==> src/hdl/alm_pkg.sv <==
// Shared constants, payload structs and control structs for the audio level meter.
`default_nettype none

package alm_pkg;

  localparam int unsigned SAMPLE_BITS = 24;
  localparam int unsigned COUNT_BITS  = 16;

  // The item count saturates at 2^COUNT_BITS, so it needs one extra bit.
  localparam int unsigned CNT_W   = COUNT_BITS + 1;
  localparam int unsigned SUM_W   = SAMPLE_BITS + COUNT_BITS;
  localparam int unsigned SQ_FULL = 2 * SAMPLE_BITS - 1 + COUNT_BITS;
  // The sum of squares wraps modulo 2^64 when the exact width would exceed it.
  localparam int unsigned SQ_W    = (SQ_FULL > 64) ? 64 : SQ_FULL;
  localparam int unsigned DIV_W   = SQ_W;
  localparam int unsigned SQRT_W  = DIV_W + (DIV_W % 2);
  localparam int unsigned ROOT_W  = SQRT_W / 2;
  localparam int unsigned STEP_W  = $clog2(DIV_W);

  localparam logic [CNT_W-1:0] COUNT_MAX = {1'b1, {COUNT_BITS{1'b0}}};

  typedef struct packed {
    logic signed [SAMPLE_BITS-1:0] sample;
    logic                          non_finite;
    logic                          last_sample;
  } alm_in_t;

  typedef struct packed {
    logic [SAMPLE_BITS-1:0]        peak_level;
    logic signed [SAMPLE_BITS-1:0] dc_offset;
    logic [SAMPLE_BITS-1:0]        rms_level;
    logic                          saw_non_finite;
    logic [CNT_W-1:0]              sample_total;
    logic                          too_long;
  } alm_out_t;

  // Commands from the controller to the datapath.
  typedef struct packed {
    logic take;
    logic ld_sum;
    logic div_step;
    logic ld_sq;
    logic ld_root;
    logic root_step;
    logic finish;
  } alm_cmd_t;

  // Status from the datapath to the controller.
  typedef struct packed {
    logic last_taken;
    logic pipe_idle;
    logic skip_math;
    logic out_free;
  } alm_status_t;

endpackage

`default_nettype wire

==> src/hdl/audio_level_meter_core.sv <==
// Top level of the audio level meter: peak, DC offset and RMS over one buffer.
//
//   Port group    Direction  Handshake              Payload
//   in_*          request in in_valid_i/in_stall_o   alm_in_t  (sample, flags)
//   out_*         result out out_valid_o/out_stall_i alm_out_t (levels, count, flags)
//
// Samples are taken one per cycle while a buffer accumulates.
// After the last sample the input stalls while the pipeline drains and then the shared
// restoring divider (one quotient bit a cycle, run for the mean and for the mean square)
// and the root unit do their work.
// A buffer with a non-finite or overflow flag skips the math and goes from the drain to the result load.
// Reset clears all accumulators; a waiting result does not block the next buffer
// until that buffer's own result is ready to load.
`default_nettype none

module audio_level_meter_core import alm_pkg::*; (
  input  logic     clk_i,
  input  logic     rst_ni,
  input  logic     in_valid_i,
  output logic     in_stall_o,
  input  alm_in_t  in_data_i,
  output logic     out_valid_o,
  input  logic     out_stall_i,
  output alm_out_t out_data_o
);

  alm_cmd_t    cmd;
  alm_status_t status;

  alm_ctrl u_ctrl (
    .clk_i    (clk_i),
    .rst_ni   (rst_ni),
    .status_i (status),
    .cmd_o    (cmd)
  );

  alm_datapath u_datapath (
    .clk_i       (clk_i),
    .rst_ni      (rst_ni),
    .cmd_i       (cmd),
    .status_o    (status),
    .in_valid_i  (in_valid_i),
    .in_data_i   (in_data_i),
    .out_valid_o (out_valid_o),
    .out_stall_i (out_stall_i),
    .out_data_o  (out_data_o)
  );

  assign in_stall_o = !cmd.take;

endmodule

`default_nettype wire

==> src/hdl/alm_ctrl.sv <==
// Sequencing controller: accumulation, drain, divisions, square root and result load.
`default_nettype none

module alm_ctrl import alm_pkg::*; (
  input  logic        clk_i,
  input  logic        rst_ni,
  input  alm_status_t status_i,
  output alm_cmd_t    cmd_o
);

  typedef enum logic [3:0] {
    ST_ACCUM,
    ST_DRAIN,
    ST_LD_SUM,
    ST_DIV_SUM,
    ST_LD_SQ,
    ST_DIV_SQ,
    ST_LD_ROOT,
    ST_ROOT,
    ST_FINISH
  } state_e;

  localparam logic [STEP_W-1:0] DIV_LAST  = STEP_W'(DIV_W - 1);
  localparam logic [STEP_W-1:0] ROOT_LAST = STEP_W'(ROOT_W - 1);

  state_e            state_q, state_d;
  logic [STEP_W-1:0] step_q, step_d;

  always_comb begin
    state_d = state_q;
    step_d  = '0;
    case (state_q)
      ST_ACCUM: begin
        if (status_i.last_taken) state_d = ST_DRAIN;
      end
      ST_DRAIN: begin
        if (status_i.pipe_idle) begin
          state_d = status_i.skip_math ? ST_FINISH : ST_LD_SUM;
        end
      end
      ST_LD_SUM: state_d = ST_DIV_SUM;
      ST_DIV_SUM: begin
        if (step_q == DIV_LAST) begin
          state_d = ST_LD_SQ;
        end else begin
          step_d = step_q + 1'b1;
        end
      end
      ST_LD_SQ: state_d = ST_DIV_SQ;
      ST_DIV_SQ: begin
        if (step_q == DIV_LAST) begin
          state_d = ST_LD_ROOT;
        end else begin
          step_d = step_q + 1'b1;
        end
      end
      ST_LD_ROOT: state_d = ST_ROOT;
      ST_ROOT: begin
        if (step_q == ROOT_LAST) begin
          state_d = ST_FINISH;
        end else begin
          step_d = step_q + 1'b1;
        end
      end
      ST_FINISH: begin
        if (status_i.out_free) state_d = ST_ACCUM;
      end
      default: state_d = ST_ACCUM;
    endcase
  end

  always_ff @(posedge clk_i or negedge rst_ni) begin
    if (!rst_ni) begin
      state_q <= ST_ACCUM;
      step_q  <= '0;
    end else begin
      state_q <= state_d;
      step_q  <= step_d;
    end
  end

  always_comb begin
    cmd_o           = '0;
    cmd_o.take      = (state_q == ST_ACCUM);
    cmd_o.ld_sum    = (state_q == ST_LD_SUM);
    cmd_o.div_step  = (state_q == ST_DIV_SUM) || (state_q == ST_DIV_SQ);
    cmd_o.ld_sq     = (state_q == ST_LD_SQ);
    cmd_o.ld_root   = (state_q == ST_LD_ROOT);
    cmd_o.root_step = (state_q == ST_ROOT);
    cmd_o.finish    = (state_q == ST_FINISH) && status_i.out_free;
  end

endmodule

`default_nettype wire

==> src/hdl/alm_datapath.sv <==
// Accumulation pipeline, shared restoring divider, square root unit and result register.
`default_nettype none

module alm_datapath import alm_pkg::*; (
  input  logic        clk_i,
  input  logic        rst_ni,
  input  alm_cmd_t    cmd_i,
  output alm_status_t status_o,
  input  logic        in_valid_i,
  input  alm_in_t     in_data_i,
  output logic        out_valid_o,
  input  logic        out_stall_i,
  output alm_out_t    out_data_o
);

  logic accept;
  assign accept = in_valid_i && cmd_i.take;

  // Count and flags are settled at accept time, so beside the sample the pipeline only carries enables.
  logic [CNT_W-1:0] count_q, count_d;
  logic             bad_q, bad_d;
  logic             over_q, over_d;

  always_comb begin
    count_d = count_q;
    bad_d   = bad_q;
    over_d  = over_q;
    if (cmd_i.finish) begin
      count_d = '0;
      bad_d   = 1'b0;
      over_d  = 1'b0;
    end else if (accept) begin
      if (count_q == COUNT_MAX) begin
        over_d = 1'b1;
      end else begin
        count_d = count_q + 1'b1;
      end
      if (in_data_i.non_finite) bad_d = 1'b1;
    end
  end

  // Stage one: captured sample.
  logic                          p1_valid_q;
  logic signed [SAMPLE_BITS-1:0] p1_sample_q;
  logic                          p1_peak_en_q, p1_sum_en_q;

  // Stage two: magnitude and its square.
  logic                          p2_valid_q;
  logic signed [SAMPLE_BITS-1:0] p2_sample_q;
  logic [SAMPLE_BITS-1:0]        p2_mag_q;
  logic [2*SAMPLE_BITS-1:0]      p2_sq_q;
  logic                          p2_peak_en_q, p2_sum_en_q;

  logic [SAMPLE_BITS-1:0] p1_mag;
  assign p1_mag = p1_sample_q[SAMPLE_BITS-1] ? (~p1_sample_q + 1'b1) : p1_sample_q;

  // Accumulators.
  logic [SAMPLE_BITS-1:0] peak_q;
  logic [SUM_W-1:0]       sum_q;
  logic [SQ_W-1:0]        sq_q;

  always_ff @(posedge clk_i or negedge rst_ni) begin
    if (!rst_ni) begin
      count_q    <= '0;
      bad_q      <= 1'b0;
      over_q     <= 1'b0;
      p1_valid_q <= 1'b0;
      p2_valid_q <= 1'b0;
      peak_q     <= '0;
      sum_q      <= '0;
      sq_q       <= '0;
    end else begin
      count_q    <= count_d;
      bad_q      <= bad_d;
      over_q     <= over_d;
      p1_valid_q <= accept;
      p2_valid_q <= p1_valid_q;
      if (cmd_i.finish) begin
        peak_q <= '0;
        sum_q  <= '0;
        sq_q   <= '0;
      end else if (p2_valid_q) begin
        if (p2_peak_en_q && (p2_mag_q > peak_q)) peak_q <= p2_mag_q;
        if (p2_sum_en_q) begin
          sum_q <= sum_q + SUM_W'(p2_sample_q);
          sq_q  <= sq_q + SQ_W'(p2_sq_q);
        end
      end
    end
  end

  always_ff @(posedge clk_i) begin
    if (accept) begin
      p1_sample_q  <= in_data_i.sample;
      p1_peak_en_q <= !bad_d;
      p1_sum_en_q  <= !bad_d && !over_d;
    end
    if (p1_valid_q) begin
      p2_sample_q  <= p1_sample_q;
      p2_mag_q     <= p1_mag;
      p2_sq_q      <= p1_mag * p1_mag;
      p2_peak_en_q <= p1_peak_en_q;
      p2_sum_en_q  <= p1_sum_en_q;
    end
  end

  // Restoring divider, one quotient bit a cycle; the dividend register fills with the quotient.
  logic [DIV_W-1:0] dv_q;
  logic [CNT_W-1:0] rem_q;
  logic [CNT_W-1:0] div_sh, div_rem;
  logic             div_ge;
  logic [SUM_W-1:0] sum_mag;

  assign sum_mag = sum_q[SUM_W-1] ? (~sum_q + 1'b1) : sum_q;
  assign div_sh  = {rem_q[CNT_W-2:0], dv_q[DIV_W-1]};
  assign div_ge  = (div_sh >= count_q);
  assign div_rem = div_ge ? (div_sh - count_q) : div_sh;

  // Digit-by-digit square root, one root bit a cycle.
  logic [SQRT_W-1:0] rx_q;
  logic [ROOT_W-1:0] root_q;
  logic [ROOT_W+1:0] rrem_q;
  logic [ROOT_W+3:0] rt_sh, rt_trial;
  logic              rt_ge;

  assign rt_sh    = {rrem_q, rx_q[SQRT_W-1 -: 2]};
  assign rt_trial = (ROOT_W + 4)'({root_q, 2'b01});
  assign rt_ge    = (rt_sh >= rt_trial);

  logic [SAMPLE_BITS-1:0] dc_q;
  logic                   out_valid_q;
  alm_out_t               out_q;
  logic                   out_free;

  assign out_free = !out_valid_q || !out_stall_i;

  always_ff @(posedge clk_i) begin
    if (cmd_i.ld_sum) begin
      dv_q  <= DIV_W'(sum_mag);
      rem_q <= '0;
    end else if (cmd_i.ld_sq) begin
      dc_q  <= sum_q[SUM_W-1] ? (~dv_q[SAMPLE_BITS-1:0] + 1'b1) : dv_q[SAMPLE_BITS-1:0];
      dv_q  <= DIV_W'(sq_q);
      rem_q <= '0;
    end else if (cmd_i.div_step) begin
      dv_q  <= {dv_q[DIV_W-2:0], div_ge};
      rem_q <= div_rem;
    end
    if (cmd_i.ld_root) begin
      rx_q   <= SQRT_W'(dv_q);
      root_q <= '0;
      rrem_q <= '0;
    end else if (cmd_i.root_step) begin
      rx_q   <= rx_q << 2;
      root_q <= {root_q[ROOT_W-2:0], rt_ge};
      rrem_q <= (ROOT_W + 2)'(rt_ge ? (rt_sh - rt_trial) : rt_sh);
    end
    if (cmd_i.finish) begin
      out_q.peak_level     <= peak_q;
      out_q.dc_offset      <= (bad_q || over_q) ? '0 : dc_q;
      out_q.rms_level      <= (bad_q || over_q) ? '0 : root_q[SAMPLE_BITS-1:0];
      out_q.saw_non_finite <= bad_q;
      out_q.sample_total   <= count_q;
      out_q.too_long       <= over_q;
    end
  end

  always_ff @(posedge clk_i or negedge rst_ni) begin
    if (!rst_ni) begin
      out_valid_q <= 1'b0;
    end else if (cmd_i.finish) begin
      out_valid_q <= 1'b1;
    end else if (!out_stall_i) begin
      out_valid_q <= 1'b0;
    end
  end

  assign out_valid_o = out_valid_q;
  assign out_data_o  = out_q;

  always_comb begin
    status_o            = '0;
    status_o.last_taken = accept && in_data_i.last_sample;
    status_o.pipe_idle  = !p1_valid_q && !p2_valid_q;
    status_o.skip_math  = bad_q || over_q;
    status_o.out_free   = out_free;
  end

  // The overflow flag only rises once the count has saturated.
  assert property (@(posedge clk_i) disable iff (!rst_ni)
    over_q |-> (count_q == COUNT_MAX))
    else $error("overflow flag set with count below its maximum");

  // A result is never loaded while samples are still in flight.
  assert property (@(posedge clk_i) disable iff (!rst_ni)
    cmd_i.finish |-> (!p1_valid_q && !p2_valid_q))
    else $error("result loaded before the pipeline drained");

  // The divider is only started on a clean buffer with a nonzero count.
  assert property (@(posedge clk_i) disable iff (!rst_ni)
    cmd_i.ld_sum |-> (!bad_q && !over_q && (count_q != '0)))
    else $error("division started on a flagged or empty buffer");

  // A flagged buffer reports zero mean and zero RMS.
  assert property (@(posedge clk_i) disable iff (!rst_ni)
    (cmd_i.finish && (bad_q || over_q)) |=>
      (out_valid_o && (out_data_o.dc_offset == '0) && (out_data_o.rms_level == '0)))
    else $error("flagged buffer reported nonzero DC or RMS");

endmodule

`default_nettype wire

==> config.mk <==
export PLATFORM = sky130hd
export DESIGN_NAME = audio_level_meter_core
export DESIGN_NICKNAME = d
export VERILOG_FILES = /design/src/hdl/alm_pkg.sv /design/src/hdl/audio_level_meter_core.sv /design/src/hdl/alm_ctrl.sv /design/src/hdl/alm_datapath.sv
export SDC_FILE = /design/constraint.sdc
export NUM_CORES = 2
export LEC_CHECK = 0
export BUFFER_PORTS_ARGS = -buffer_cell sky130_fd_sc_hd__buf_4
export CAP_MARGIN = 0
export CORE_ASPECT_RATIO = 0.7
export CORE_MARGIN = 1.5
export CORE_UTILIZATION = 65
export DETAILED_ROUTE_END_ITERATION = 6
export PLACE_DENSITY = 0.8
export SLEW_MARGIN = 40
export SYNTH_ARGS = -nofsm -noshare
export SYNTH_HDL_FRONTEND = slang
export SYNTH_SLANG_ARGS = --single-unit
==> constraint.sdc <==
create_clock -name clk_i -period 19.94 [get_ports clk_i]
set_input_delay 0.997 -clock clk_i [delete_from_list [all_inputs] [get_ports clk_i]]
set_output_delay 0.997 -clock clk_i [all_outputs]
set_load 0.1 [all_outputs]
* Word-level counts from Yosys, hierarchy flattened
Index checks and enable logic that the tools add are counted.
** Operators by class
- Add/subtract/negate cells :: 9
- Reductions and logical operators :: 31
- Equal/unequal tests :: 19
- Bitwise logic cells :: 4
- Order comparisons :: 3
- $mul :: 1
- Muxes and demuxes :: 41
** Operators by type and width (number)
- $mux 63 :: 7
- $mux 40 :: 5
- $mux 24 :: 5
- $add 63x48->63 :: 1
- $mux 17 :: 3
- $add 24x1->24 const B :: 2
- $mul 24x24->48 :: 1
- $not 24->24 :: 2
- $add 40x1->40 const B :: 1
- $add 40x40->40 :: 1
- $not 40->40 :: 1
- $ge 36x34->1 :: 1
- $pmux 4 s9 :: 1
- $mux 34 :: 1
- $sub 34x34->34 :: 1
- $mux 4 :: 7
- $gt 24x24->1 :: 1
- $add 17x1->17 const B :: 1
- $eq 17x17->1 const B :: 1
- $ge 17x17->1 :: 1
- $eq 4x3->1 const B :: 4
- $mux 16 :: 1
- $sub 16x16->16 :: 1
- $mux 6 :: 2
- 20 further kinds :: 56
** Word-level totals
- Word-level logic and storage cells :: 141
- Flip-flop bits (word level) :: 607

* Logic depth before layout (Yosys ltp)
- Depth in word-level cells :: 6
- Gate-level depth with buffers :: 38
- Mapped depth without buffers :: 35

* Cells and area by module
A second synthesis with hierarchy kept.
** Unflattened totals
- Cells, all modules :: 4888
- Area total of the unflattened synthesis :: 48457.7 sq um
** By module, submodules not included
- alm_datapath :: instances 1, sequential area each 16030.4 sq um, area an instance 47798.3 sq um, cells each 4820
- alm_ctrl :: instances 1, sequential area each 250.2 sq um, area an instance 655.6 sq um, cells each 67
- audio_level_meter_core :: instances 1, sequential area each 0.0 sq um, area an instance 3.8 sq um, cells each 1

* Worst setup path before layout
OpenSTA, ideal clock, no wires.
- Kind :: register to register
- Start :: register u_datapath.p1_sample_q[0]
- End :: register u_datapath.p2_sq_q[46] (data pin)
- Data required time :: 19.682 ns
- Setup time :: 0.258 ns
- Buffers on the path :: 4
- Path slack :: 10.243 ns
- Arrival time :: 9.439 ns
- Cell stages (with the launch flop) :: 37
- Period minus slack after synthesis :: 9.697 ns
- Cell sequence :: edfxtp_1 buf_2 inv_1 clkbuf_1 ha_1 nand2b_1 or4_1 or3_1 and2_1 xor2_1 inv_1 clkbuf_1 nor2_1 fa_1 fa_1 inv_1 fa_1 inv_1 fa_1 fa_1 fa_1 inv_1 fa_1 inv_1 ha_1 clkbuf_1 a21oi_1 o21ai_0 a221oi_1 o21ai_0 a2111oi_0 o41ai_1 a21o_1 a21oi_1 o21ai_0 a21oi_1 xnor2_1
** Between the ends
- Word-level cells in the longest chain between the ends :: 4
** RTL lines
- start: declaration :: RTL line alm_datapath.sv:44 : logic signed [SAMPLE_BITS-1:0] p1_sample_q;
- start signal: assignment :: RTL line alm_datapath.sv:94 : p1_sample_q <= in_data_i.sample;
- $not 24->24 :: RTL line alm_datapath.sv:55 : assign p1_mag = p1_sample_q[SAMPLE_BITS-1] ? (~p1_sample_q + 1'b1) : p1_sample_q;
- $add 24x1->24 :: RTL line alm_datapath.sv:55
- $mux 24 :: RTL line alm_datapath.sv:55
- named net u_datapath.p1_mag[14] :: RTL line alm_datapath.sv:54 : logic [SAMPLE_BITS-1:0] p1_mag;
- $mul 24x24->48 :: RTL line alm_datapath.sv:101 : p2_sq_q <= p1_mag * p1_mag;
- end signal: assignment :: RTL line alm_datapath.sv:101
- end: declaration :: RTL line alm_datapath.sv:51 : logic [2*SAMPLE_BITS-1:0] p2_sq_q;
The timed path passes the listed nets, and every way through them passes these cells.
A chain may end at the register's enable or synchronous reset.

* Worst setup path after layout
Same ends and word-level chain as after synthesis.

==> reports/results.txt <==
Critical Path Fanout Max: 16
post_cts resized: 0
H-tree depth: 2
Die W: 326.1 um
Slew headroom: 38.41%
core area: 0.07192 mm^2
row count: 82
cells after synthesis: 4,906
first-pass GRT wire length: 192,800 um
first-pass detailed-route iteration total: 6
Final Util: 71.83%
leading area contributor after synthesis: edfxtp_1
instance count on the critical path: 33
Final Cell Area: 0.05166 mm^2
Hold Fails Final Rpt: 0
critical path endpoint: u_datapath.p2_sq_q[46]$_DFFE_PP_
adder-cell share of the synthesized area: 27.12%
Crit Path Class: reg -> reg
Post-Route Skew: 0.03525 ns
Area growth syn-to-layout: 8.795%
largest family of logic cells by synthesized area: adder cells
fmax: 0.08763 GHz
setup violators final: 0
RSZ-0062 raised after global routing: false
residual DRC count: 0
Die Height: 229.1 um
RR Endpoint: u_datapath.p2_sq_q[46]$_DFFE_PP_
status: completed
maximum number of pins on one net before global-route repair: 86
launching point of the worst reg2reg path: u_datapath.p1_sample_q[0]$_DFFE_PP_
Placed Area: 0.04949 mm^2
async set-reset flop share out of synthesis: 26.32%
Top delay family on crit path: adder cells
grt ovf: 0
fill count: 5,259
wire length on met3: 11,810 um
critical path's largest stage delay: 0.64 ns
die area: 0.07472 mm^2
placed insts: 5,878
Met1 Wirelength: 53,930 um
most used cell, CP: fa_1
CP bufs+invs: 7
Slew Limit Fails: 0
clock sink count: 604
CTS Buf Count: 58
final WL: 119,600 um
IO buf count: 122
Worst Setup SP: u_datapath.p1_sample_q[0]$_DFFE_PP_
share of cells above drive strength 1: 6.668%
Post-Layout Cell Count: 5,992
initial antenna violation count: 2
crit path time final: 11.41 ns
FF+latch count, synth: 604
Cell variety after synth: 79
Post-Synth Simple-Gate Area: 12.69%
Nets: 5,774
reg-to-reg setup timing slack: 8.53 ns
RePlAce Congestion: 0.9825
DR top layer: met4
CP max stage cell: a2111oi_2
DP HPWL: 90,490 um
average cell area after synthesis: 9.680 um^2
Met2 Routed Length: 51,260 um
Setup Fix Bufs, Post-CTS: 0
Initial Utilization: 66.03%
Global Route Usage Sum: 32.46%
Worst R2R Path Depth: 33
max-cap violations: 0
routed vias/inst: 6.012
post-synthesis mux area share: 1.499%
Synth Area in Compound Gates: 12.47%
vias in the first global route: 34,864
Root Buffer: clkbuf_16
mapped cell area: 0.04749 mm^2
CP startpoint kind: flop
clock buffer depth: 3
Synth Flop Type: edfxtp_1
Worst-path clk slew: 0.07 ns
IO Pins: 123
yosys warns: 0
worst slew pin tran: 0.9181 ns
via count: 36,025
CTS hold repair buffers: 0
Critical Path AT: 11.80 ns
crit share post-route: 57.23%
DR WL/cell: 19.96 um
Post-Synth XOR/XNOR Area: 4.993%
Seq/Total Area, Yosys: 34.28%
CP required: 20.33 ns
EDFF count, synth: 339
DR iter-0 viols: 3,723
Setup crit end kind: flop
main area contributors after synthesis: edfxtp_1, fa_1, ha_1
clock latency on the worst-skew pair: 0.66 ns
CTS tree: built
Post-DRT Antenna Nets: 0
Synth top area share: 21.44%
Setup TNS Final: 0 ns
HP Class: in -> async
==> synth_stat cells, types with 5 or more instances <==
master	number
and3_1	17
a22oi_1	38
o21a_1	16
fa_1	432
o21bai_1	23
nor2_1	386
xnor2_1	160
nor2b_1	33
nor4_1	13
a31oi_1	26
or4_1	15
o31ai_1	31
nand3_1	47
and2_1	38
buf_1	20
or2_2	10
or3_1	24
nand2b_1	33
nor3_1	72
ha_1	338
a211oi_1	64
clkinv_1	7
dfxtp_1	106
a21o_1	122
nand4_1	45
o41ai_1	18
inv_1	681
mux2i_1	70
nor3b_1	6
o22ai_1	38
o31a_1	6
xor2_1	107
clkbuf_1	163
o21ai_0	211
nand2_1	606
a2111oi_0	5
dfrtp_1	159
nand3b_1	8
a21oi_1	279
o211ai_1	8
a221oi_1	8
edfxtp_1	339
==> sequential cells by signal, indices dropped and copies added, names as in the netlist, 32 cells and up <==
signal / flops
u_datapath.out_data_o: 91
u_datapath.rx_q: 64
u_datapath.dv_q: 63
u_datapath.sq_q: 63
u_datapath.p2_sq_q: 47
u_datapath.sum_q: 40
u_datapath.rrem_q: 34
u_datapath.root_q: 32
==> cell usage in the layout, fill, tap and decap left out, drive strengths merged, types with 11 or more instances in the layout <==
cell type | Yosys | final
and2 | 38 | 38
o31ai | 31 | 31
o21ai | 216 | 216
edfxtp | 339 | 339
nor3 | 72 | 72
nor2 | 386 | 386
o21bai | 23 | 23
a31oi | 26 | 26
dfrtp | 159 | 159
or3 | 26 | 26
o41ai | 18 | 18
nor2b | 33 | 33
xnor2 | 161 | 161
buf | 22 | 176
a211oi | 64 | 64
or4 | 16 | 16
clkinv | 7 | 34
conb | 2 | 19
xor2 | 108 | 108
nand4 | 45 | 45
nand2 | 606 | 606
inv | 684 | 682
fa | 432 | 432
a21oi | 279 | 279
or2 | 11 | 11
nor4 | 13 | 13
dfxtp | 106 | 106
o21a | 16 | 16
nand2b | 33 | 33
clkbuf | 163 | 74
and3 | 17 | 17
a21o | 122 | 122
ha | 338 | 338
mux2i | 70 | 70
a22oi | 38 | 38
nand3 | 47 | 47
o22ai | 38 | 38
==> worst register-to-register path: cells and delay by family, from the launching register on <==
kind | cells | cell delay (ns)
flops | 1 | 0.54
xor+xnor | 2 | 0.66
fa+ha+maj | 9 | 4.23
compound gates | 10 | 2.46
buf+inv | 7 | 1.63
simple gates | 5 | 1.62
==> layout make-up <==
class,count,area [um^2],area share (%)
clock inverter,36,451.7,0.8743
multi-input combinational,3443,28090,54.38
inverter,691,2603,5.037
timing repair buffer,176,1360,2.632
sequential,604,16290,31.52
antenna,2,5.005,0.009687
clock buffer,74,1657,3.206
tap,966,1209,2.339
==> cells by family after synthesis <==
kind of cell	after synthesis
AO/OA/AOI/OAI	945
XOR/XNOR	269
other	2
adder cells (fa/ha/maj)	770
multiplexers	71
buffers and inverters	876
AND/OR/NAND/NOR	1369
flip-flops	604
==> metrics by stage <==
stage	setup slack, ns	hold slack, ns
2_1_floorplan	10.24	0.4003
3_3_place_gp	8.476	0.4228
3_5_place_dp	8.672	0.4522
4_1_cts	8.603	0.2731
5_1_grt	8.034	0.2862
6_report	8.529	0.2637
==> per-layer routing <==
layer  GRT usage, %  vias to the layer above
met1          50.82                    17598
met3          6.054                      197
li1               -                    16576
met4          7.180                        0
met5              0                        -
met2          46.89                     1654
==> how the worst min path moves through the flow <==
stage / to / slack (ns) / depth (start not counted)
after detailed placement: u_datapath.rx_q[63]$_SDFFE_PP0P_ / 0.45 / 2
after global routing: u_datapath.sq_q[42]$_DFFE_PN0P_ / 0.29 / 1
final: u_datapath.sq_q[42]$_DFFE_PN0P_ / 0.26 / 1
after CTS: u_datapath.sq_q[42]$_DFFE_PN0P_ / 0.27 / 1
after floorplan: u_datapath.p2_peak_en_q$_DFFE_PP_ / 0.40 / 0
after global placement: u_datapath.rx_q[63]$_SDFFE_PP0P_ / 0.42 / 2
Power is not shown: default switching activity piles up to over one toggle a cycle in this logic, so the estimate is an artifact.
